==> src/rtl/gdft_pkg.sv <==
// Package for the depth-first graph traversal block: field widths, codes and types.
// Used by the channel interfaces, the edge store and the top level.
`timescale 1ns / 1ps
package gdft_pkg;
  localparam int VERTEX_W = 6;
  localparam int STATUS_W = 2;
  localparam int DEF_NUM_VERTICES = 64;
  localparam int DEF_MAX_EDGES = 256;

  typedef enum logic [1:0] {
    ST_VISIT   = 2'd0,
    ST_STORED  = 2'd1,
    ST_DROPPED = 2'd2,
    ST_NONE    = 2'd3
  } status_t;

  typedef enum logic {
    OP_ADD  = 1'b0,
    OP_WALK = 1'b1
  } op_t;

  typedef struct packed {
    logic                op;
    logic [VERTEX_W-1:0] src_vertex;
    logic [VERTEX_W-1:0] dst_vertex;
  } in_item_t;

  typedef struct packed {
    logic [VERTEX_W-1:0] vertex;
    logic [STATUS_W-1:0] status;
    logic                last;
  } out_item_t;
endpackage

==> src/rtl/gdft_edge_mem.sv <==
// Edge store: target vertex and link to the older edge of the same list, per edge.
// One write port and one registered read port. Depends on gdft_pkg.
`timescale 1ns / 1ps
module gdft_edge_mem import gdft_pkg::*; #(
  parameter int MAX_EDGES = DEF_MAX_EDGES,
  parameter int AW = (MAX_EDGES > 1) ? $clog2(MAX_EDGES) : 1,
  parameter int LW = $clog2(MAX_EDGES + 1)
) (
  input  logic                clk,
  input  logic                wr_en,
  input  logic [AW-1:0]       wr_addr,
  input  logic [VERTEX_W-1:0] wr_target,
  input  logic [LW-1:0]       wr_link,
  input  logic [AW-1:0]       rd_addr,
  output logic [VERTEX_W-1:0] rd_target,
  output logic [LW-1:0]       rd_link
);
  logic [VERTEX_W+LW-1:0] mem [MAX_EDGES];

  // Synchronous write and registered read.
  always_ff @(posedge clk) begin
    if (wr_en) begin
      mem[wr_addr] <= {wr_target, wr_link};
    end
    {rd_target, rd_link} <= mem[rd_addr];
  end
endmodule
==> config.mk <==
export PLATFORM = sky130hd
export DESIGN_NAME = gdft_edge_mem
export DESIGN_NICKNAME = d
export VERILOG_FILES = /design/src/rtl/gdft_pkg.sv /design/src/rtl/gdft_edge_mem.sv
export SDC_FILE = /design/constraint.sdc
export NUM_CORES = 2
export LEC_CHECK = 0
export BUFFER_PORTS_ARGS = -buffer_cell sky130_fd_sc_hd__buf_2
export CORE_MARGIN = 4
export CORE_UTILIZATION = 55
export CTS_CLUSTER_DIAMETER = 120
export DETAILED_ROUTE_END_ITERATION = 7
export PLACE_DENSITY = 0.75
export SLEW_MARGIN = 10
export SYNTH_ARGS = -nofsm -noshare
export SYNTH_HDL_FRONTEND = slang
export SYNTH_SLANG_ARGS = --single-unit
==> constraint.sdc <==
create_clock -name clk -period 2.2 [get_ports clk]
set_input_delay 0.22 -clock clk [delete_from_list [all_inputs] [get_ports clk]]
set_output_delay 0.22 -clock clk [all_outputs]
set_load 0.02 [all_outputs]
==> flow_summary.ini <==
[global_routing]
grt_pass1_wl_mm = 582
grt_max_degree = 139
antenna_found_initial = 27
grt_pass1_vias = 79400
grt.total_usage = 0.293
overflow = 0

[setup_path]
rr_startpoint = mem[82][4]
cp-start-kind = input port
required_ps = 3040
path_class = input port to flop
cp-end-kind = flop
worstPathArrival_ps = 3170
cp-startpoint = rd_addr[1]
worstPathMaxFanout = 22

[drt]
vias = 79100
drtIter0Drc = 12700
first_pass_iters = 6
antenna_left = 0
postRouteWirelength_mm = 406
wire_per_inst_um = 34.6
drcViolationCount = 0
vias_per_cell = 6.75

[final_layout]
areaGrowthSynthToFinish_pct = 19.4
drive_gt1_frac = 0.340
fin_nets = 7915
fillers = 15700
utilization = 0.662

[clock_network]
tritoncts = done
cts-root-buf = clkbuf_16
cts.sinks = 3855
clk_latency_ps = 990
cts_made_buffers = 386
clk_pin_slew_ps = 60
cts_buffer_depth = 4
htree_num_levels = 5

[placement]
port_buffers = 47
dpl.hpwl_mm = 248
gp_congestion = 0.935
pre_cts_ws_ps = -1450

[floorplan]
dieArea_um2 = 277000
fp.dieH_um = 526
ioPinCount = 48
fp.dieW_um = 526
rows = 189
initial_core_util = 0.555
core_region_area_um2 = 266000

[logic_synthesis]
yosysWarnings = 0
synthCells = 6708
syn-num-nets = 6741
yosys.area.top_type = edfxtp_1
synth_seq_cells = 3855
post-synth-top-count-cell = edfxtp_1
yosys.area.top_type_share = 0.781
ys_top_cells_by_count = 3840 x edfxtp_1, 826 x mux4_2, 292 x nor2_1
synthesis.area_um2 = 148000
ys_top_cells_by_area = edfxtp_1 78%, mux4_2 13%, mux2i_1 1.5%
ys_seq_area_frac = 0.783
syn_avg_cell_area_um2 = 22.0
synth_async_sr_flop_share = 0
yosysUniqueCellTypes = 58
synth-edff-count = 3840
synth_flop_cell = edfxtp_1

[timing]
tightest_slew_ps = 985
max_freq_mhz = 429
holdWs_ps = 56.6
finalCritPeriodShare = 1.06
drv_slew = 0
grt_setup_unrepaired = true
final_hold_viol_count = 0
skew_ps = 75.7
totalNegativeSetupSlack_ps = -1120
post-route-min-period_ps = 2330
worst_slack_ps = -130
finalSetupViolations = 30
slew_headroom = 0.344

[power]
p_int_mw = 122
p_switching_mw = 33.1
swShare = 0.213
p_per_area_nw_per_um2 = 881
leakage_nw = 56.7
power_mw = 155
p_seq_frac = 0.522
p_comb_frac = 0.060
vdd_ir_drop_max_uv = 1070
clkPwrFrac = 0.418

[outcome]
violations = negative setup slack
status = finished with violations

[worst_hold_path]
hold_path_class = input port to flop
hp-start = wr_en

[flow_run]
drv_cap = 0
-- worst max-delay path, cell delays in order --
cell     delay [ps]
buf_8           350
buf_12          230
buf_4           400
buf_4           260
mux4_2          300
a22oi_1         390
a21oi_1         120
buf_4           180
nor4_2          490
nor4_4           90
-- power groups by stage --
| stage | Combinational [mW] | Sequential, mW | Clock (mW) |
|---|---|---|---|
| final | 9.29 | 81.1 | 64.9 |
| after global routing | 9.55 | 81.1 | 68.7 |
| after CTS | 9.00 | 81.1 | 65.3 |
| after detailed placement | 8.58 | 82.7 | 0 |
| after global placement | 8.38 | 82.7 | 0 |
| after floorplan | 3.80 | 82.6 | 0 |
-- cell families after synthesis --
| group | after synthesis | synth area share |
|---|---|---|
| simple gates | 552 | 0.0172 |
| compound gates | 771 | 0.0361 |
| buf+inv | 411 | 0.0171 |
| flops | 3855 | 0.783 |
| mux | 1119 | 0.146 |
-- through the flow --
step | area (um2) | cells
after floorplan | 148000 | 6708
after global placement | 162000 | 11000
after detailed placement | 162000 | 11000
after CTS | 176000 | 11700
after global routing | 176000 | 11700
final | 176000 | 11700
-- state kept, by name (all words and copies together), names as in the netlist --
signal,cells
mem,3840
rd_link,9
rd_target,6
-- path summary, 6_finish.rpt --
check | end | slack, ps | depth (start not counted)
setup / recovery | rd_link[4] | -130 | 10
hold / removal | mem[250][11] | 60 | 3
setup reg to reg | rd_link[4] | -90 | 6
hold reg to reg | rd_link[8] | 1110 | 5
-- cell type report --
class | instances | area [um2] | share of cell area
Multi-Input combinational cell | 2442 | 30800 | 0.175
Sequential cell | 3855 | 116000 | 0.656
Tap cell | 3533 | 4420 | 0.0251
Clock inverter | 218 | 2250 | 0.0128
Inverter | 3 | 11.3 | 0.0000639
Clock buffer | 467 | 10100 | 0.0573
Antenna cell | 17 | 42.5 | 0.000241
Timing Repair Buffer | 1194 | 13000 | 0.0735
-- timing repair --
action / CTS / global route
hold buffers: 21 / 0
setup endpoints to repair: 17 / 46
setup buffers: 0 / 2
gates resized for setup: 152 / 67
hold endpoints to repair: 3268 / 0
pin swaps: 43 / 31
-- cell usage in the layout (no fill, tap or decap), types with 23 or more instances in the layout --
master / instances
a21oi_1: 149
a221oi_1: 30
a22oi_1: 199
a22oi_2: 23
buf_12: 307
buf_2: 28
buf_4: 808
bufinv_16: 43
clkbuf_1: 69
clkbuf_16: 388
clkinv_1: 82
clkinv_2: 58
edfxtp_1: 3840
mux2_2: 65
mux2i_1: 225
mux4_2: 826
nand2_1: 66
nand3_1: 30
nor2_1: 286
nor2b_1: 29
nor3_1: 24
o21ai_0: 41
o221ai_1: 73
o22ai_1: 90
-- routing by layer --
metal | GRT usage | wire length [um] | up-vias
met2 | 0.447 | 192000 | 6218
met4 | 0.156 | 24500 | 14
met1 | 0.398 | 139000 | 40900
li1 | - | - | 30900
met5 | 0 | 95 | -
met3 | 0.0665 | 51300 | 1060
No activity file was read; power rests on OpenSTA's default activity.
